===== src/rtl/fir45_pkg.sv =====
// Shared constants, types and the coefficient table of the 45-tap low-pass FIR.
// No dependencies; imported by every module of the filter.
`default_nettype none
package fir45_pkg;

   localparam int TAP_COUNT_DEF      = 45;
   localparam int COEF_FRAC_BITS_DEF = 15;
   localparam int MAX_TAPS           = 128;
   localparam int SAMPLE_W           = 16;
   localparam int COEF_W             = 16;
   localparam int PROD_W             = SAMPLE_W + COEF_W;

   typedef logic signed [SAMPLE_W-1:0] sample_type;
   typedef logic signed [COEF_W-1:0]   coef_type;

   // per-item control broadcast to every tap cell
   typedef struct packed {
      logic advance;   // an item is accepted this cycle
      logic clear;     // that item ends its block: drop the history after it
   } fir45_ctrl_type;

   // Q1.15 coefficients; taps past the table are zero
   function automatic coef_type coef_at(input int idx);
      coef_type c;
      unique case (idx)
         0:  c = -16'sd60;
         1:  c = -16'sd87;
         2:  c = 16'sd0;
         3:  c = 16'sd103;
         4:  c = 16'sd85;
         5:  c = -16'sd136;
         6:  c = -16'sd505;
         7:  c = -16'sd821;
         8:  c = -16'sd835;
         9:  c = -16'sd386;
         10: c = 16'sd456;
         11: c = 16'sd1378;
         12: c = 16'sd1929;
         13: c = 16'sd1739;
         14: c = 16'sd729;
         15: c = -16'sd790;
         16: c = -16'sd2213;
         17: c = -16'sd2894;
         18: c = -16'sd2449;
         19: c = -16'sd969;
         20: c = 16'sd993;
         21: c = 16'sd2638;
         22: c = 16'sd3277;
         23: c = 16'sd2638;
         24: c = 16'sd993;
         25: c = -16'sd969;
         26: c = -16'sd2449;
         27: c = -16'sd2894;
         28: c = -16'sd2213;
         29: c = -16'sd790;
         30: c = 16'sd729;
         31: c = 16'sd1739;
         32: c = 16'sd1929;
         33: c = 16'sd1378;
         34: c = 16'sd456;
         35: c = -16'sd386;
         36: c = -16'sd835;
         37: c = -16'sd821;
         38: c = -16'sd505;
         39: c = -16'sd136;
         40: c = 16'sd85;
         41: c = 16'sd103;
         42: c = 16'sd0;
         43: c = -16'sd87;
         44: c = -16'sd60;
         default: c = 16'sd0;
      endcase
      return c;
   endfunction

endpackage
`default_nettype wire


===== src/rtl/fir45_out_stage.sv =====
// Output register of the filter: holds the full-width sum, then truncates it
// toward zero and saturates it to 16 bits. Depends on fir45_pkg.
`default_nettype none
module fir45_out_stage #(
   parameter int ACC_W          = 40,
   parameter int COEF_FRAC_BITS = 15
) (
   input  wire logic                      clock,
   input  wire logic                      reset,
   input  wire fir45_pkg::fir45_ctrl_type ctrl,
   input  wire logic signed [ACC_W-1:0]   acc,
   output logic                           in_ready,
   output logic                           rsp_valid,
   input  wire logic                      rsp_stall,
   output fir45_pkg::sample_type          rsp_sample_out,
   output logic                           rsp_clipped,
   output logic                           rsp_last_out
);
   import fir45_pkg::*;

   localparam logic signed [ACC_W-1:0] BIAS    = ACC_W'((64'sd1 <<< COEF_FRAC_BITS) - 64'sd1);
   localparam logic signed [ACC_W-1:0] NO_BIAS = ACC_W'(0);
   localparam logic signed [ACC_W-1:0] OUT_MAX = ACC_W'(32767);
   localparam logic signed [ACC_W-1:0] OUT_MIN = ACC_W'(-32768);

   logic                    rsp_valid_ff, rsp_valid_in;
   logic signed [ACC_W-1:0] acc_ff;
   logic                    last_ff;
   logic signed [ACC_W-1:0] trunc;

   assign in_ready     = ~rsp_valid_ff | ~rsp_stall;
   assign rsp_valid_in = ctrl.advance | (rsp_valid_ff & rsp_stall);

   always_ff @(posedge clock) begin
      if (reset) begin
         rsp_valid_ff <= 1'b0;
      end else begin
         rsp_valid_ff <= rsp_valid_in;
      end
   end

   always_ff @(posedge clock) begin
      if (ctrl.advance) begin
         acc_ff  <= acc;
         last_ff <= ctrl.clear;
      end
   end

   // bias negative sums so the arithmetic shift rounds toward zero
   assign trunc = (acc_ff + (acc_ff[ACC_W-1] ? BIAS : NO_BIAS)) >>> COEF_FRAC_BITS;

   always_comb begin
      rsp_clipped    = 1'b0;
      rsp_sample_out = SAMPLE_W'(trunc);
      priority if (trunc > OUT_MAX) begin
         rsp_clipped    = 1'b1;
         rsp_sample_out = SAMPLE_W'(OUT_MAX);
      end else if (trunc < OUT_MIN) begin
         rsp_clipped    = 1'b1;
         rsp_sample_out = SAMPLE_W'(OUT_MIN);
      end
   end

   assign rsp_valid    = rsp_valid_ff;
   assign rsp_last_out = last_ff;

endmodule
`default_nettype wire


===== config.mk =====
export PLATFORM = sky130hd
export DESIGN_NAME = fir45_out_stage
export DESIGN_NICKNAME = d
export VERILOG_FILES = /design/src/rtl/fir45_pkg.sv /design/src/rtl/fir45_out_stage.sv
export SDC_FILE = /design/constraint.sdc
export NUM_CORES = 1
export LEC_CHECK = 0
export BUFFER_PORTS_ARGS = -buffer_cell sky130_fd_sc_hd__buf_2
export CAP_MARGIN = 20
export CORE_MARGIN = 1
export CORE_UTILIZATION = 40
export CTS_BUF_LIST = sky130_fd_sc_hd__clkbuf_16
export DETAILED_ROUTE_END_ITERATION = 10
export PLACE_DENSITY_LB_ADDON = 0.1
export SYNTH_ARGS = -nofsm -noshare
export SYNTH_HDL_FRONTEND = slang
export SYNTH_SLANG_ARGS = --single-unit

===== constraint.sdc =====
create_clock -name clock -period 7.6 [get_ports clock]
set_input_delay 0.38 -clock clock [delete_from_list [all_inputs] [get_ports clock]]
set_output_delay 0.38 -clock clock [all_outputs]
set_load 0.01 [all_outputs]

---- Word level (Yosys, flattened, before mapping) ----
Cells that the tools add are included.
word-level totals
  bits in registers ....................... 42
  bits of input ports ..................... 45
  output and inout port bits .............. 20
  word-level logic and storage cells ...... 16
operators by class
  add/subtract/negate cells ............... 1
  order comparisons ....................... 2
  mux-type cells .......................... 5
  bitwise operators ....................... 5
operators with widths
  kind                                                                                number
  40-bit by 16-bit adder with 40-bit output                                           1
  16-bit two-way mux                                                                  2
  25-bit by 16-bit greater-than comparator with 1-bit output (second input constant)  1
  25-bit by 16-bit < comparator with 1-bit output (second input constant)             1
  15-bit two-way mux                                                                  1
  1-bit two-way mux                                                                   2
  1-bit inverter                                                                      2
  1-bit OR                                                                            2
  1-bit bitwise AND                                                                   1

---- Logic depth before layout (Yosys ltp) ----
  depth after elaboration ................. 5
  mapped depth ............................ 10

---- Worst setup path before layout ----
No wires, ideal clock.
  path type ............................... flip-flop to output port
  start point ............................. register acc_ff[39]
  end point ............................... output port rsp_clipped
  arrival ................................. 2.971 ns
  data required time ...................... 7.220 ns
  setup slack ............................. 4.249 ns
  stages on the path, launching flop included .. 11
  buffers on the path ..................... 0
  path through ............................ edfxtp_1 -> ha_1 -> a211oi_1 -> nor2_1 -> nor3_2 -> o2111a_2 -> nand2b_2 -> xor2_4 -> inv_2 -> or3_1 -> o21a_1
between the ends
  word-level cells in the longest chain between the ends .. 5
  elaborated cells between the ends (all ways) .. 6
ends and longest elaborated chain
  item                                             line                   source
  from (decl)                                      fir45_out_stage.sv:27  logic signed [ACC_W-1:0] acc_ff;
  from (signal assigned)                           fir45_out_stage.sv:44  acc_ff <= acc;
  15-bit two-way mux                               fir45_out_stage.sv:50  assign trunc = (acc_ff + (acc_ff[ACC_W-1] ? BIAS : NO_BIAS)) >>> COEF_FRAC_BITS;
  40-bit by 16-bit adder with 40-bit output *      fir45_out_stage.sv:50
  25-bit by 16-bit < comparator with 1-bit output  fir45_out_stage.sv:58  end else if (trunc < OUT_MIN) begin
  1-bit two-way mux                                fir45_out_stage.sv:58
  1-bit two-way mux *                              fir45_out_stage.sv:55  priority if (trunc > OUT_MAX) begin
  to (decl)                                        fir45_out_stage.sv:16  output logic rsp_clipped,
Every way passes the cells marked *; elsewhere a longest branch is shown, timed or not.

---- Worst setup path in the final report ----
Same ends and word-level chain as after synthesis.

==> impl_metrics.toml <==
[grt]
grt_pass1_wl_um = 8086
grt_max_degree = 43
grt_pass1_vias = 1758
grt_overflow_total = 0
grt_use_total = 0.1610
antenna_found_initial = 0

[sta]
tns_ns = 0
hold_viol_final = 0
fmax_mhz = 246.6
tightest_slew_ns = 0.9144
finalCriticalPeriod_ns = 4.055
fin_crit_sh = 0.5335
final-setup-viol-count = 0
rsz0062_at_grt = "false"
relSlewSlack = 0.3904
worst_clock_skew_ns = 0
slew_viol_final = 0

[final_layout]
fin_util = 0.5187
drive_gt1_frac = 0.3392
ff_latch_area_um2 = 1251
fillerInstances = 587
fin_cells = 358
multiInputGateArea_um2 = 1257
nNetsFinal = 341
n_antenna_cell = 0
syn2layout_area_growth_pct = 22.57

[hold_path]
min_path_type = "in -> reg"

[floorplanning]
die_x_um = 81.84
die_y_um = 81.84
initial_core_util = 0.4232
core-area_um2 = 6026
die-area_um2 = 6698
row_count = 28
pin_count = 65

[clock_tree]
post_cts_buffers = 0
hold_buffers = 0
clkSinkCount = 42
htree_levels = 2
cts_buffers = 5
clock-root-buffer = "clkbuf_16"
clkLatencyLatePin_ns = 0.28
cts_tree = "done"
cts_buffer_depth = 2
clk_pin_slew_ns = 0.06
cts_resized = 0

[setup_path]
critPathLaunchType = "flip-flop"
critPathKind = "reg -> out"
critPathArrivalTime_ns = 3.67
path_max_fanout = 17
cp-end-kind = "primary output"
cp_data_required_time_ns = 7.22

[placement]
port_buffers = 64
place_inst = 350
dp_hpwl_um = 3803
place.gp.congestion = 0.7260

[synthesis]
synth_edf_count = 41
synthCells = 212
yosysSeqAreaShare = 0.4907
synth-async-reset-ratio = 0
netlist_area_um2 = 2550
synth_compound_area_frac = 0.1742
synth_top_family_by_area = "simple AND/OR/NAND/NOR gates"
synth_xor_area_frac = 0.06232
ys_ff_latch = 42
syn_area_per_cell_um2 = 12.03
ys_types = 54
syn_nets = 271
synthAdderAreaFrac = 0.06869
yosysWarnings = 0
synth_mux_area_frac = 0
synth-simple-area-share = 0.1879
synthFlopType = "edfxtp_1"

[power]
p_leak_uw = 0.001186
pwr-share-clk = 0.373
swShare = 0.2631
total_power_uw = 652.2
power_density_nw_per_um2 = 208.7
p_int_uw = 480.6
p_sw_uw = 171.6
seqPwrFrac = 0.449
ir_drop_mv = 0.1188
power_frac_comb = 0.178

[flow_run]
cap_viol_max_count = 0

[drt]
drc_errors = 0
drt_iter0_markers = 57
ant_nets = 0
vias_per_cell = 5.397
vias = 1932
wl_per_cell_um = 13.85
routed_wl_um = 4957
dr.pass1.iters = 4

[status]
status = "finished clean"
==> metrics by stage <==
step	hold WS [ns]	worst slack, ns	instance area [um^2]
floorplan	0.4524	4.249	2550
global placement	0.4950	3.846	2957
detailed placement	0.5141	3.838	2957
CTS	0.2388	3.512	3126
global route	0.2420	3.259	3126
finish	0.2459	3.545	3126
==> power by group through the flow <==
| stage | Clock (uW) | Sequential, uW | Combinational (uW) |
|---|---|---|---|
| 3_5_place_dp | 0 | 298 | 117 |
| 4_1_cts | 250 | 293 | 117 |
| 6_report | 243 | 293 | 116 |
| 2_1_floorplan | 0 | 293 | 78.9 |
| 3_3_place_gp | 0 | 298 | 115 |
| 5_1_grt | 261 | 296 | 130 |
==> final timing paths <==
path | cells after the start | endpoint | slack (ns) | start
max | 11 | rsp_clipped | 3.55 | acc_ff[39]
min | 2 | rsp_valid | 0.25 | reset
max reg2reg | 2 | rsp_valid | 6.99 | rsp_valid
min reg2reg | 2 | rsp_valid | 0.53 | rsp_valid
==> worst max-delay path: stages (launching register included) <==
cell and delay (ns):
edfxtp_1 0.81, ha_1 0.41, a211oi_1 0.27, nor2_1 0.08, nor3_2 0.30, o2111a_2 0.31, nand2b_2 0.20, xor2_4 0.34
inv_2 0.07, or3_1 0.37, o21a_1 0.10, buf_2 0.13
==> synthesized netlist by cell type (2+ instances only) <==
cell	n	area, um^2
a21oi_1	15	75.07
edfxtp_1	41	1231
o211ai_1	4	30.03
a211oi_4	2	40.04
nand3b_1	2	15.01
a211oi_1	3	22.52
and3_1	6	37.54
ha_1	14	175.2
a31oi_1	3	18.77
nor3_2	2	20.02
nand4_4	2	42.54
o21ai_0	3	15.01
nand2_1	16	60.06
nand3_1	17	85.08
o21ai_1	7	35.03
xor2_1	7	61.31
nor3_1	3	15.01
inv_1	7	26.28
xnor2_1	8	70.07
nor2_1	6	22.52
nor3_4	2	32.53
nand4_1	8	50.05
inv_2	2	7.510
o2111ai_1	2	17.52
==> logic make-up (layout without fill, tap and decap cells) <==
family	Yosys count	count (layout)
AOI/OAI and AO/OA	55	55
and+or+nand+nor	75	75
adders and majority gates	14	14
buffers and inverters	10	81
xor gates and xnor gates	16	16
DFF	42	42
==> layer usage <==
metal  global-route usage  share of wire
met1               0.2195           0.48
met5                    0              0
met3              0.03667          0.054
met2               0.2512           0.45
met4              0.05263         0.0081
==> sequential cells by signal, summed over array words and instances, names as in the netlist <==
signal / count
acc_ff: 40
rsp_last_out: 1
rsp_valid: 1
==> cell usage in the layout, fill, tap and decap left out, drive strengths merged, types with 2 or more instances in the layout <==
cell | netlist | final
o2111ai | 2 | 2
nor3 | 7 | 7
a21o | 2 | 2
a21oi | 15 | 15
nand2 | 16 | 16
nand4 | 11 | 11
inv | 9 | 10
nor4 | 2 | 2
clkbuf | 0 | 5
and3 | 6 | 6
buf | 1 | 64
xor2 | 8 | 8
xnor2 | 8 | 8
or2 | 2 | 2
nand2b | 2 | 2
edfxtp | 41 | 41
nor2 | 6 | 6
o211ai | 4 | 4
nand3b | 2 | 2
o21ai | 12 | 12
nand3 | 17 | 17
a31oi | 4 | 4
a211oi | 5 | 5
ha | 14 | 14
==> cell type report <==
class	count	share of cell area
Clock buffer	5	0.04003
Tap cell	75	0.03002
Clock inverter	3	0.01401
Sequential cell	42	0.4003
Timing Repair Buffer	64	0.1025
Multi-Input combinational cell	160	0.4023
Inverter	9	0.01081
(Power assumes the default switching activity.)
