<file path="config.mk">
export PLATFORM = sky130hd
export DESIGN_NAME = fir45_tap_cell
export DESIGN_NICKNAME = d
export VERILOG_FILES = /design/src/rtl/fir45_pkg.sv /design/src/rtl/fir45_tap_cell.sv
export SDC_FILE = /design/constraint.sdc
export NUM_CORES = 1
export LEC_CHECK = 0
export BUFFER_PORTS_ARGS = -buffer_cell sky130_fd_sc_hd__buf_4
export CAP_MARGIN = 20
export CORE_MARGIN = 3
export CORE_UTILIZATION = 65
export CTS_CLUSTER_DIAMETER = 120
export DETAILED_ROUTE_END_ITERATION = 16
export PLACE_DENSITY_LB_ADDON = 0.05
export SLEW_MARGIN = 20
export SYNTH_ARGS = -nofsm -noshare
export SYNTH_HDL_FRONTEND = slang
export SYNTH_SLANG_ARGS = --single-unit
</file>
<file path="constraint.sdc">
create_clock -name clock -period 6.6 [get_ports clock]
set_input_delay 0.33 -clock clock [delete_from_list [all_inputs] [get_ports clock]]
set_output_delay 0.33 -clock clock [all_outputs]
set_load 0.1 [all_outputs]
</file>
<file path="src/rtl/fir45_pkg.sv">
// Shared constants, types and the coefficient table of the 45-tap low-pass FIR.
// No dependencies; imported by every module of the filter.
`default_nettype none
package fir45_pkg;

   localparam int TAP_COUNT_DEF      = 45;
   localparam int COEF_FRAC_BITS_DEF = 15;
   localparam int MAX_TAPS           = 128;
   localparam int SAMPLE_W           = 16;
   localparam int COEF_W             = 16;
   localparam int PROD_W             = SAMPLE_W + COEF_W;

   typedef logic signed [SAMPLE_W-1:0] sample_type;
   typedef logic signed [COEF_W-1:0]   coef_type;

   // per-item control broadcast to every tap cell
   typedef struct packed {
      logic advance;   // an item is accepted this cycle
      logic clear;     // that item ends its block: drop the history after it
   } fir45_ctrl_type;

   // Q1.15 coefficients; taps past the table are zero
   function automatic coef_type coef_at(input int idx);
      coef_type c;
      unique case (idx)
         0:  c = -16'sd60;
         1:  c = -16'sd87;
         2:  c = 16'sd0;
         3:  c = 16'sd103;
         4:  c = 16'sd85;
         5:  c = -16'sd136;
         6:  c = -16'sd505;
         7:  c = -16'sd821;
         8:  c = -16'sd835;
         9:  c = -16'sd386;
         10: c = 16'sd456;
         11: c = 16'sd1378;
         12: c = 16'sd1929;
         13: c = 16'sd1739;
         14: c = 16'sd729;
         15: c = -16'sd790;
         16: c = -16'sd2213;
         17: c = -16'sd2894;
         18: c = -16'sd2449;
         19: c = -16'sd969;
         20: c = 16'sd993;
         21: c = 16'sd2638;
         22: c = 16'sd3277;
         23: c = 16'sd2638;
         24: c = 16'sd993;
         25: c = -16'sd969;
         26: c = -16'sd2449;
         27: c = -16'sd2894;
         28: c = -16'sd2213;
         29: c = -16'sd790;
         30: c = 16'sd729;
         31: c = 16'sd1739;
         32: c = 16'sd1929;
         33: c = 16'sd1378;
         34: c = 16'sd456;
         35: c = -16'sd386;
         36: c = -16'sd835;
         37: c = -16'sd821;
         38: c = -16'sd505;
         39: c = -16'sd136;
         40: c = 16'sd85;
         41: c = 16'sd103;
         42: c = 16'sd0;
         43: c = -16'sd87;
         44: c = -16'sd60;
         default: c = 16'sd0;
      endcase
      return c;
   endfunction

endpackage
`default_nettype wire

</file>
<file path="src/rtl/fir45_tap_cell.sv">
// One cell of the transposed-form tap chain: multiply by a fixed coefficient,
// add the neighbor's partial sum, hold the result. Depends on fir45_pkg.
`default_nettype none
module fir45_tap_cell #(
   parameter int ACC_W     = 40,
   parameter int TAP_INDEX = 1
) (
   input  wire logic                      clock,
   input  wire logic                      reset,
   input  wire fir45_pkg::fir45_ctrl_type ctrl,
   input  wire fir45_pkg::sample_type     sample,
   input  wire logic signed [ACC_W-1:0]   partial_in,
   output logic signed [ACC_W-1:0]        partial_out
);
   import fir45_pkg::*;

   localparam coef_type COEF = coef_at(TAP_INDEX);

   logic signed [PROD_W-1:0] prod;
   logic signed [ACC_W-1:0]  partial_ff;
   logic signed [ACC_W-1:0]  partial_in_sum;

   assign prod           = COEF * sample;
   assign partial_in_sum = ACC_W'(prod) + partial_in;

   always_ff @(posedge clock) begin
      if (reset) begin
         partial_ff <= '0;
      end else if (ctrl.advance) begin
         // end of block: everything older than this item is gone
         partial_ff <= ctrl.clear ? '0 : partial_in_sum;
      end
   end

   assign partial_out = partial_ff;

endmodule
`default_nettype wire

</file>
-- After elaboration in Yosys (flattened, before gate mapping)
Cells that the tools add are included.
- multiply operators: 1
- add/sub/neg operators: 1
- mux-type cells: 1
- operator list (kind ; number):
    24-bit by 40-bit adder with 40-bit output ; 1
    40-bit 2-to-1 mux ; 1
    8-bit by 16-bit multiplier with 24-bit output (first input constant) ; 1
- word-level logic and storage cells: 4
- flip-flop bits (word level): 40
- output and inout bits: 40
- input bits: 60

-- Logic depth before layout (Yosys ltp)
Gate-level depths: netlist of run 1.
- depth after elaboration: 3
- gate-level depth with buffers: 18
- depth with buffers taken out: 18

-- Worst setup path before layout of run 1
OpenSTA, ideal clock, no wires.
- path kind: input to register
- start point: input sample[2]
- end point: register partial_ff[34], in the netlist partial_out[34]
- setup slack: 2.088 ns
- cell stages on the path: 18
- required time: 6.473 ns
- path buffers: 0
- setup time: 0.127 ns
- data arrival time: 4.385 ns
- path through: inv_1 > ha_1 > inv_1 > ha_1 > fa_1 > inv_1 > fa_1 > inv_1 > fa_1 > ha_1 > o211ai_1 > o211ai_2 > a211oi_2 > o41ai_4 > a211oi_2 > o211ai_1 > xnor2_1 > o21ai_1
- longest elaborated chain between the ends: 3
- ends and longest elaborated chain (what ; RTL line ; text):
    from (decl) ; fir45_tap_cell.sv:11 ; input wire fir45_pkg::sample_type sample,
    8-bit by 16-bit multiplier with 24-bit output ; fir45_tap_cell.sv:23 ; assign prod = COEF * sample;
    24-bit by 40-bit adder with 40-bit output ; fir45_tap_cell.sv:24 ; assign partial_in_sum = ACC_W'(prod) + partial_in;
    40-bit 2-to-1 mux ; fir45_tap_cell.sv:31 ; partial_ff <= ctrl.clear ? '0 : partial_in_sum;
    to (signal assigned) ; fir45_tap_cell.sv:31 ;
    to (decl) ; fir45_tap_cell.sv:20 ; logic signed [ACC_W-1:0] partial_ff;
Every way passes these cells.
A chain may end at the register's enable or synchronous reset.

-- Final worst setup path of run 1
Ends and elaborated chain as after synthesis.

==> report_table.html, run 1 <==
<table>
<tr><th>Metric</th><th>Value</th></tr>
<tr><th colspan="2">Status</th></tr>
<tr><td>Status</td><td>finished, final reports clean</td></tr>
<tr><th colspan="2">Hold path</th></tr>
<tr><td>Min-delay worst type</td><td>in2reg</td></tr>
<tr><td>Instance count along the most critical hold path</td><td>3</td></tr>
<tr><th colspan="2">Critical path</th></tr>
<tr><td>CP startpoint kind</td><td>input port</td></tr>
<tr><td>Crit path capture type</td><td>flop</td></tr>
<tr><td>Crit path required time</td><td>approximately 6.8 ns</td></tr>
<tr><td>Number of cell instances on the worst register-to-register path</td><td>3</td></tr>
<tr><td>Arrival time of data at the critical path endpoint</td><td>between 4 and 5 ns</td></tr>
<tr><td>Highest net fanout along the worst path</td><td>5</td></tr>
<tr><td>Startpoint-to-endpoint class of the critical path</td><td>in2reg</td></tr>
<tr><th colspan="2">Finish</th></tr>
<tr><td>Top library cells by usage in the layout, fill and taps aside</td><td>171 x sky130_fd_sc_hd__ha_1, 101 x sky130_fd_sc_hd__buf_4, 99 x sky130_fd_sc_hd__inv_1, 66 x sky130_fd_sc_hd__fa_1, 58 x sky130_fd_sc_hd__a21oi_1</td></tr>
<tr><td>Number of fill cells</td><td>between 700 and 800</td></tr>
<tr><td>Number of antenna repair diodes</td><td>0</td></tr>
<tr><td>Flip-flop count of the largest register after layout</td><td>40</td></tr>
<tr><td>Share of post-route cells with drive strength above 1</td><td>0.148</td></tr>
<tr><td>Area added between synthesis and finish</td><td>12.8%</td></tr>
<tr><td>Net count, final</td><td>~1100</td></tr>
<tr><td>Commonest non-fill, non-tap cell in the layout</td><td>sky130_fd_sc_hd__ha_1</td></tr>
<tr><th colspan="2">Synth</th></tr>
<tr><td>Gate Count Post-Synth</td><td>about 750</td></tr>
<tr><td>Syn Std Cell Area</td><td>6910 µm²</td></tr>
<tr><td>Async SR Flop Fraction</td><td>0</td></tr>
<tr><td>Cell type with the highest aggregate area in the netlist</td><td>sky130_fd_sc_hd__ha_1</td></tr>
<tr><td>Number of enable flip-flop cells after synthesis</td><td>0</td></tr>
<tr><td>Dominant synthesized flop cell</td><td>sky130_fd_sc_hd__dfxtp_1</td></tr>
<tr><td>Area fraction of the dominant cell type after synthesis</td><td>0.309</td></tr>
<tr><td>Synthesized area divided by synthesized cell count</td><td>approximately 9.2 µm²</td></tr>
<tr><td>Largest cells by area after synthesis</td><td>sky130_fd_sc_hd__ha_1 31%, sky130_fd_sc_hd__fa_1 19%, sky130_fd_sc_hd__dfxtp_1 12%</td></tr>
<tr><td>Mapped Nets</td><td>1048</td></tr>
<tr><td>Synthesized flop and latch total</td><td>40</td></tr>
<tr><td>Sequential share of the synthesized area</td><td>0.116</td></tr>
<tr><td>Yosys warning count</td><td>0</td></tr>
<tr><td>Netlist cell types</td><td>54</td></tr>
<tr><th colspan="2">CTS</th></tr>
<tr><td>Number of sinks on the clock net</td><td>40</td></tr>
<tr><td>Number of hold buffers added after CTS</td><td>0</td></tr>
<tr><td>CTS root buf</td><td>sky130_fd_sc_hd__clkbuf_8</td></tr>
<tr><td>Depth of the CTS H-tree</td><td>2</td></tr>
<tr><td>Maximum number of buffers from clock root to sink</td><td>2</td></tr>
<tr><td>Total clock buffers created by CTS</td><td>5</td></tr>
<tr><td>Clock latency on the worst-skew pair</td><td>about 0.30 ns</td></tr>
<tr><td>TritonCTS clock tree</td><td>done</td></tr>
<tr><td>Post-CTS Setup Bufs</td><td>0</td></tr>
<tr><td>Post_cts resized</td><td>0</td></tr>
<tr><td>Clock-pin slew reported for the worst setup and hold paths after clock tree synthesis</td><td>about 0.080 ns</td></tr>
<tr><th colspan="2">Timing</th></tr>
<tr><td>Minimum clock period</td><td>4.78 ns</td></tr>
<tr><td>Total Neg Setup Slack</td><td>0 ns</td></tr>
<tr><td>Slew @ Worst Pin</td><td>~0.9 ns</td></tr>
<tr><td>Hold Violations, Final</td><td>0</td></tr>
<tr><td>Slew Viols, Final</td><td>0</td></tr>
<tr><td>Slew Limit Headroom</td><td>0.398</td></tr>
<tr><td>Final number of setup-violating endpoints</td><td>0</td></tr>
<tr><td>Highest achievable clock rate</td><td>between 200 and 250 MHz</td></tr>
<tr><td>Worst Clk Skew</td><td>0 ns</td></tr>
<tr><td>RSZ-0062 raised after global routing</td><td>false</td></tr>
<tr><td>Final critical-path share of the clock period</td><td>0.724</td></tr>
<tr><th colspan="2">Global routing</th></tr>
<tr><td>Total overflow reported by the global router</td><td>0</td></tr>
<tr><td>Pin count of the biggest net entering global routing</td><td>35</td></tr>
<tr><td>First-pass GRT wire length</td><td>around 27000 µm</td></tr>
<tr><td>Vias in the first global route</td><td>slightly below 6000</td></tr>
<tr><td>Antenna violations before repair</td><td>0</td></tr>
<tr><td>Global-route usage over all layers</td><td>0.283</td></tr>
<tr><th colspan="2">Power</th></tr>
<tr><td>VDD IR-drop max</td><td>approximately 0.34 mV</td></tr>
<tr><td>Power density over the cells</td><td>459 nW/µm²</td></tr>
<tr><td>P_int</td><td>between 1000 and 1500 µW</td></tr>
<tr><td>Switching share of total power</td><td>0.585</td></tr>
<tr><td>Total leakage power</td><td>~0.0041 µW</td></tr>
<tr><td>Switching Power</td><td>~2100 µW</td></tr>
<tr><td>Seq pwr share</td><td>0.099</td></tr>
<tr><td>Combinational group share of total power</td><td>0.842</td></tr>
<tr><td>Tot Pwr</td><td>~3600 µW</td></tr>
<tr><td>Clock network fraction of total power</td><td>0.059</td></tr>
<tr><th colspan="2">Placed design</th></tr>
<tr><td>HPWL after DPL</td><td>approximately 14000 µm</td></tr>
<tr><td>Number of buffers inserted by port buffering</td><td>99</td></tr>
<tr><td>Last weighted congestion value of the routability-driven placer</td><td>approximately 0.86</td></tr>
<tr><th colspan="2">Drt</th></tr>
<tr><td>Count of vias placed by the detailed router</td><td>5557</td></tr>
<tr><td># DRC</td><td>0</td></tr>
<tr><td>ANT nets after route</td><td>0</td></tr>
<tr><td>Ratio of routed vias to standard cells</td><td>5.74</td></tr>
<tr><td>Starting DRT DRC Count</td><td>250</td></tr>
<tr><td>Routed wire length per instance</td><td>16.5 µm</td></tr>
<tr><td>Wire length after detailed routing</td><td>16000 µm</td></tr>
<tr><td>TritonRoute pass-1 iters</td><td>4</td></tr>
<tr><th colspan="2">Die</th></tr>
<tr><td>Total Die Area</td><td>roughly 12000 µm²</td></tr>
<tr><td>Row count</td><td>37</td></tr>
<tr><td>Core Region</td><td>between 10000 and 15000 µm²</td></tr>
<tr><td>Initial core utilization</td><td>0.670</td></tr>
<tr><td>Die Y-Extent</td><td>roughly 110 µm</td></tr>
<tr><td>Ports</td><td>100</td></tr>
<tr><td>Die width</td><td>roughly 110 µm</td></tr>
<tr><th colspan="2">Job</th></tr>
<tr><td>Max-capacitance violation count</td><td>0</td></tr>
</table>
[final timing paths]
kind                                  endpoint                          from  slack (ns)
hold reg to reg   partial_out[38]$_SDFFE_PP0P_  partial_out[38]$_SDFFE_PP0P_        0.45
hold / removal    partial_out[11]$_SDFFE_PP0P_                       ctrl[0]        0.31
setup / recovery  partial_out[34]$_SDFFE_PP0P_                     sample[2]        1.82
setup reg to reg  partial_out[12]$_SDFFE_PP0P_  partial_out[12]$_SDFFE_PP0P_        5.83
[critical path: stages]
cell,delay [ns]
sky130_fd_sc_hd__buf_4,0.10
sky130_fd_sc_hd__inv_1,0.05
sky130_fd_sc_hd__ha_1,0.33
sky130_fd_sc_hd__inv_1,0.07
sky130_fd_sc_hd__ha_1,0.30
sky130_fd_sc_hd__fa_1,0.50
sky130_fd_sc_hd__inv_1,0.05
sky130_fd_sc_hd__fa_1,0.54
sky130_fd_sc_hd__inv_1,0.05
sky130_fd_sc_hd__fa_1,0.45
sky130_fd_sc_hd__ha_1,0.37
sky130_fd_sc_hd__o211ai_1,0.26
sky130_fd_sc_hd__o211ai_2,0.16
sky130_fd_sc_hd__a211oi_2,0.40
sky130_fd_sc_hd__o41ai_4,0.15
sky130_fd_sc_hd__a211oi_2,0.41
sky130_fd_sc_hd__o211ai_1,0.15
sky130_fd_sc_hd__xnor2_1,0.18
sky130_fd_sc_hd__o21ai_1,0.08
[through the flow]
stage / hold WS [ns] / util / cells / worst slack [ns] / instance area, µm²
after global routing: 0.317 / 0.756 / 968 / 1.54 / 7800
after CTS: 0.307 / 0.756 / 968 / 1.81 / 7800
final: 0.308 / 0.756 / 968 / 1.82 / 7800
after floorplan: 0.516 / - / 751 / 2.09 / 6910
after global placement: 0.437 / 0.745 / 960 / 1.68 / 7690
after detailed placement: 0.441 / 0.745 / 960 / 1.52 / 7690
[power by group through the flow]
stage	logic [µW]	registers, µW	clock network (µW)
after floorplan	1970	832	0
after global placement	2940	354	0
after detailed placement	2990	357	0
after CTS	3010	352	213
after global routing	3340	360	222
final	3020	353	212
[area by class of cell]
type                            instances  area, µm²  share of cell area
Timing Repair Buffer                  101        758              0.0972
Inverter                               99        372              0.0476
Multi-Input combinational cell        584       5590               0.717
Clock inverter                          2       35.0             0.00449
Clock buffer                            6       72.6             0.00930
Sequential cell                        40        801               0.103
Tap cell                              136        170              0.0218
[cell usage after synthesis (all sizes together) (2+ instances only)]
cell	n
ha	171
nor3	11
a2111oi	2
fa	66
a311o	2
nor2b	23
nor2	34
dfxtp	40
xnor2	32
and2	2
a21o	18
o21ai	40
o41ai	3
xor2	11
mux2	2
o211ai	8
nand3	10
a211oi	9
a31oi	4
o21bai	2
nand2b	4
buf	5
clkbuf	23
inv	99
a21oi	58
nand2	45
nand4	10
[cells by family (layout without fill, tap and decap cells)]
family                     after synthesis  count (layout)  synth area share
muxes                                    3               3           0.00470
AOI/OAI and AO/OA                      156             156             0.147
adders and majority gates              237             237             0.501
and+or+nand+nor                        145             145             0.102
xor gates and xnor gates                43              43            0.0545
DFF                                     40              40             0.116
buffers and inverters                  127             208            0.0753
[routing by layer]
| metal | track usage | wire, µm |
|---|---|---|
| met1 | 0.365 | 6900 |
| met2 | 0.504 | 8150 |
| met3 | 0.0243 | 566 |
| met4 | 0.0821 | 369 |
| met5 | 0 | 0 |
(Power assumes the default switching activity.)
==> run 2: changes to the inputs <==
--- a/config.mk
+++ b/config.mk
@@ -8,7 +8,7 @@
 export BUFFER_PORTS_ARGS = -buffer_cell sky130_fd_sc_hd__buf_4
 export CAP_MARGIN = 20
 export CORE_MARGIN = 3
-export CORE_UTILIZATION = 65
+export CORE_UTILIZATION = 54
 export CTS_CLUSTER_DIAMETER = 120
 export DETAILED_ROUTE_END_ITERATION = 16
 export PLACE_DENSITY_LB_ADDON = 0.05
==> constraint.sdc (replaced) <==
create_clock -name clock -period 4.01 [get_ports clock]
set_input_delay 0.2005 -clock clock [delete_from_list [all_inputs] [get_ports clock]]
set_output_delay 0.2005 -clock clock [all_outputs]
set_load 0.1 [all_outputs]
==> run 2 against run 1 <==
Effect of this change: the run now ends with setup timing left; via count rose by 5.8%; global-route usage fell by 4.1 points; core utilization fell by 0.25 points; power rose by 120%; clock skew did not move; sequential share of layout area fell by 1.6 points; clock power rose by 120%; sequential cell count did not move; register-to-register slack got worse by 2.6 ns; combinational power rose by 130%.
==> report_table.html, run 2 (synthesis results as in run 1) <==
<table>
<tr><th>Metric</th><th>Value</th></tr>
<tr><th colspan="2">Finish</th></tr>
<tr><td>Area taken by multi-input logic gates</td><td>6170 µm² (+10%)</td></tr>
<tr><td>Share of post-route cells with drive strength above 1</td><td>0.315 (+0.168)</td></tr>
<tr><td>Finished layout cell area</td><td>9240 µm² (+18%)</td></tr>
<tr><td>Number of antenna repair diodes</td><td>0 (unchanged)</td></tr>
<tr><td>Commonest non-fill, non-tap cell in the layout</td><td>sky130_fd_sc_hd__buf_4</td></tr>
<tr><td>Post-route core utilization</td><td>0.753 (-0.00250)</td></tr>
<tr><td>Top library cells by usage in the layout, fill and taps aside</td><td>195 x sky130_fd_sc_hd__buf_4, 147 x sky130_fd_sc_hd__ha_1, 94 x sky130_fd_sc_hd__inv_1, 59 x sky130_fd_sc_hd__fa_1, 46 x sky130_fd_sc_hd__a21oi_1</td></tr>
<tr><td>Sequential cell area</td><td>801 µm² (unchanged)</td></tr>
<tr><td>Number of fill cells</td><td>903 (+17%)</td></tr>
<tr><td>Net count, final</td><td>1225 (+8.6%)</td></tr>
<tr><td>Area added between synthesis and finish</td><td>33.6%</td></tr>
<tr><td>Non-filler cells in the finished layout</td><td>1097 (+13%)</td></tr>
<tr><td>Flip-flop count of the largest register after layout</td><td>40 (unchanged)</td></tr>
<tr><th colspan="2">Die</th></tr>
<tr><td>Initial core utilization</td><td>0.564 (-0.106)</td></tr>
<tr><td>Die Y-Extent</td><td>119 µm (+9.2%)</td></tr>
<tr><td>Core Region</td><td>12300 µm² (+19%)</td></tr>
<tr><td>Ports</td><td>100 (unchanged)</td></tr>
<tr><td>Die width</td><td>119 µm (+9.2%)</td></tr>
<tr><td>Total Die Area</td><td>14200 µm² (+19%)</td></tr>
<tr><td>Row count</td><td>40 (+8.1%)</td></tr>
<tr><th colspan="2">Drt</th></tr>
<tr><td>ANT nets after route</td><td>0 (unchanged)</td></tr>
<tr><td>Highest routed metal layer</td><td>met4</td></tr>
<tr><td># DRC</td><td>0 (unchanged)</td></tr>
<tr><td>Met2 wire length</td><td>8780 µm (+7.7%)</td></tr>
<tr><td>Routed wire length per instance</td><td>15.4 µm (-6.9%)</td></tr>
<tr><td>Amount of wire on met3 after detailed routing</td><td>524 µm (-7.4%)</td></tr>
<tr><td>Length of routed wiring on met1</td><td>7220 µm (+4.7%)</td></tr>
<tr><td>Wire length after detailed routing</td><td>16900 µm (+5.5%)</td></tr>
<tr><td>Ratio of routed vias to standard cells</td><td>5.36 (-6.6%)</td></tr>
<tr><td>Starting DRT DRC Count</td><td>224 (-10%)</td></tr>
<tr><td>Count of vias placed by the detailed router</td><td>5879 (+5.8%)</td></tr>
<tr><td>TritonRoute pass-1 iters</td><td>5 (+1)</td></tr>
<tr><th colspan="2">Global routing</th></tr>
<tr><td>Pin count of the biggest net entering global routing</td><td>23 (-34%)</td></tr>
<tr><td>Total overflow reported by the global router</td><td>0 (unchanged)</td></tr>
<tr><td>First-pass GRT wire length</td><td>28800 µm (+6.1%)</td></tr>
<tr><td>Global-route usage over all layers</td><td>0.242 (-0.0411)</td></tr>
<tr><td>Antenna violations before repair</td><td>0 (unchanged)</td></tr>
<tr><td>Vias in the first global route</td><td>6332 (+9.2%)</td></tr>
<tr><th colspan="2">Placed design</th></tr>
<tr><td>Setup slack after placement</td><td>-0.623 ns (-2.14 ns)</td></tr>
<tr><td>Cell Count Post-Placement</td><td>1083 (+13%)</td></tr>
<tr><td>Number of buffers inserted by port buffering</td><td>99 (unchanged)</td></tr>
<tr><td>HPWL after DPL</td><td>14000 µm (+3.8%)</td></tr>
<tr><td>Last weighted congestion value of the routability-driven placer</td><td>0.891 (+3.6%)</td></tr>
<tr><td>Placed cell area</td><td>8610 µm² (+12%)</td></tr>
<tr><th colspan="2">Timing</th></tr>
<tr><td>Hold Violations, Final</td><td>0 (unchanged)</td></tr>
<tr><td>Final critical-path share of the clock period</td><td>1.06</td></tr>
<tr><td>Worst path setup slack after routing</td><td>-0.239 ns (-2.06 ns)</td></tr>
<tr><td>RSZ-0062 raised after global routing</td><td>true</td></tr>
<tr><td>Slew Viols, Final</td><td>0 (unchanged)</td></tr>
<tr><td>Minimum clock period</td><td>~4.2 ns</td></tr>
<tr><td>Slew @ Worst Pin</td><td>0.866 ns (-0.0378 ns)</td></tr>
<tr><td>Worst Clk Skew</td><td>0 ns (unchanged)</td></tr>
<tr><td>Final number of setup-violating endpoints</td><td>13 (+13)</td></tr>
<tr><td>Post-Route Hold Slack</td><td>0.201 ns (-0.107 ns)</td></tr>
<tr><td>Highest achievable clock rate</td><td>approximately 240 MHz</td></tr>
<tr><td>Slew Limit Headroom</td><td>0.423 (+0.0252)</td></tr>
<tr><th colspan="2">CTS</th></tr>
<tr><td>Number of hold buffers added after CTS</td><td>0 (unchanged)</td></tr>
<tr><td>Number of sinks on the clock net</td><td>40 (unchanged)</td></tr>
<tr><td>Clock-pin slew reported for the worst setup and hold paths after clock tree synthesis</td><td>0.06 ns (-0.02 ns)</td></tr>
<tr><td>Total clock buffers created by CTS</td><td>5 (unchanged)</td></tr>
<tr><td>CTS root buf</td><td>sky130_fd_sc_hd__clkbuf_16</td></tr>
<tr><td>Maximum number of buffers from clock root to sink</td><td>2 (unchanged)</td></tr>
<tr><td>Clock latency on the worst-skew pair</td><td>0.28 ns (-0.02 ns)</td></tr>
<tr><td>TritonCTS clock tree</td><td>done</td></tr>
<tr><td>Depth of the CTS H-tree</td><td>2 (unchanged)</td></tr>
<tr><th colspan="2">Status</th></tr>
<tr><td>Status</td><td>finished, violations left</td></tr>
<tr><td>Violated checks</td><td>setup timing</td></tr>
<tr><th colspan="2">Job</th></tr>
<tr><td>Max-capacitance violation count</td><td>0 (unchanged)</td></tr>
<tr><th colspan="2">Power</th></tr>
<tr><td>VDD IR-drop max</td><td>0.400 mV (+17%)</td></tr>
<tr><td>Power density over the cells</td><td>851 nW/µm² (+85%)</td></tr>
<tr><td>Total leakage power</td><td>0.00462 µW (+14%)</td></tr>
<tr><th colspan="2">Critical path</th></tr>
<tr><td>Startpoint-to-endpoint class of the critical path</td><td>in2reg</td></tr>
<tr><td>CP startpoint kind</td><td>input port</td></tr>
<tr><td>Register-to-register setup slack</td><td>3.24 ns (-2.59 ns)</td></tr>
<tr><td>Crit path required time</td><td>4.15 ns (-2.61 ns)</td></tr>
<tr><td>Crit path capture type</td><td>flop</td></tr>
<tr><td>Arrival time of data at the critical path endpoint</td><td>4.39 ns (-0.55 ns)</td></tr>
<tr><td>Highest net fanout along the worst path</td><td>5 (unchanged)</td></tr>
<tr><th colspan="2">Hold path</th></tr>
<tr><td>Min-delay worst type</td><td>in2reg</td></tr>
</table>
run 2: area by class of cell:
type                            instances  share of cell area
Sequential cell                        40              0.0867
Clock inverter                          3             0.00501
Timing Repair Buffer                  198               0.163
Multi-Input combinational cell        584               0.668
Clock buffer                            5              0.0135
Tap cell                              168              0.0228
Inverter                               99              0.0411
run 2: critical path, cell delays in order:
cell	delay, ns
sky130_fd_sc_hd__buf_4	0.13
sky130_fd_sc_hd__buf_4	0.15
sky130_fd_sc_hd__ha_4	0.26
sky130_fd_sc_hd__fa_1	0.43
sky130_fd_sc_hd__fa_1	0.51
sky130_fd_sc_hd__fa_2	0.57
sky130_fd_sc_hd__ha_4	0.21
sky130_fd_sc_hd__ha_4	0.30
sky130_fd_sc_hd__o21ai_4	0.08
sky130_fd_sc_hd__a211oi_4	0.25
sky130_fd_sc_hd__a211oi_4	0.12
sky130_fd_sc_hd__o41ai_4	0.45
sky130_fd_sc_hd__a211oi_4	0.15
sky130_fd_sc_hd__o41ai_4	0.34
sky130_fd_sc_hd__xnor2_1	0.16
sky130_fd_sc_hd__o21ai_1	0.07
run 2: metrics by stage:
stage / total power, µW / TNS [ns]
global placement: 6490 / -7.54
detailed placement: 6570 / -9.06
global route: 8490 / -4.87
CTS: 7580 / -1.22
finish: 7860 / -1.55
floorplan: 4850 / -0.250
run 2: timing repair:
item                                    4_1_cts  5_1_grt
resized for setup                            42       26
endpoints found under the setup margin       16       23
pin swaps                                    35       17
setup buffers                                 6        2
run 2: per-layer routing:
metal | vias up | global-route usage
li1 | 2913 | -
met1 | 2811 | 0.304
met2 | 128 | 0.443
met3 | 27 | 0.0195
met4 | 0 | 0.0666
met5 | - | 0
run 2: power breakdown:
group	switching [µW]	leakage, µW	internal (µW)
clock network	180	0.0000804	296
logic	3810	0.00422	2990
registers	73.5	0.000326	511
run 2: final timing paths:
path | start | depth (start not counted) | to
max | sample[6] | 16 | partial_out[38]$_SDFFE_PP0P_
min | ctrl[0] | 3 | partial_out[11]$_SDFFE_PP0P_
max reg2reg | partial_out[17]$_SDFFE_PP0P_ | 3 | partial_out[17]$_SDFFE_PP0P_
min reg2reg | partial_out[35]$_SDFFE_PP0P_ | 2 | partial_out[35]$_SDFFE_PP0P_
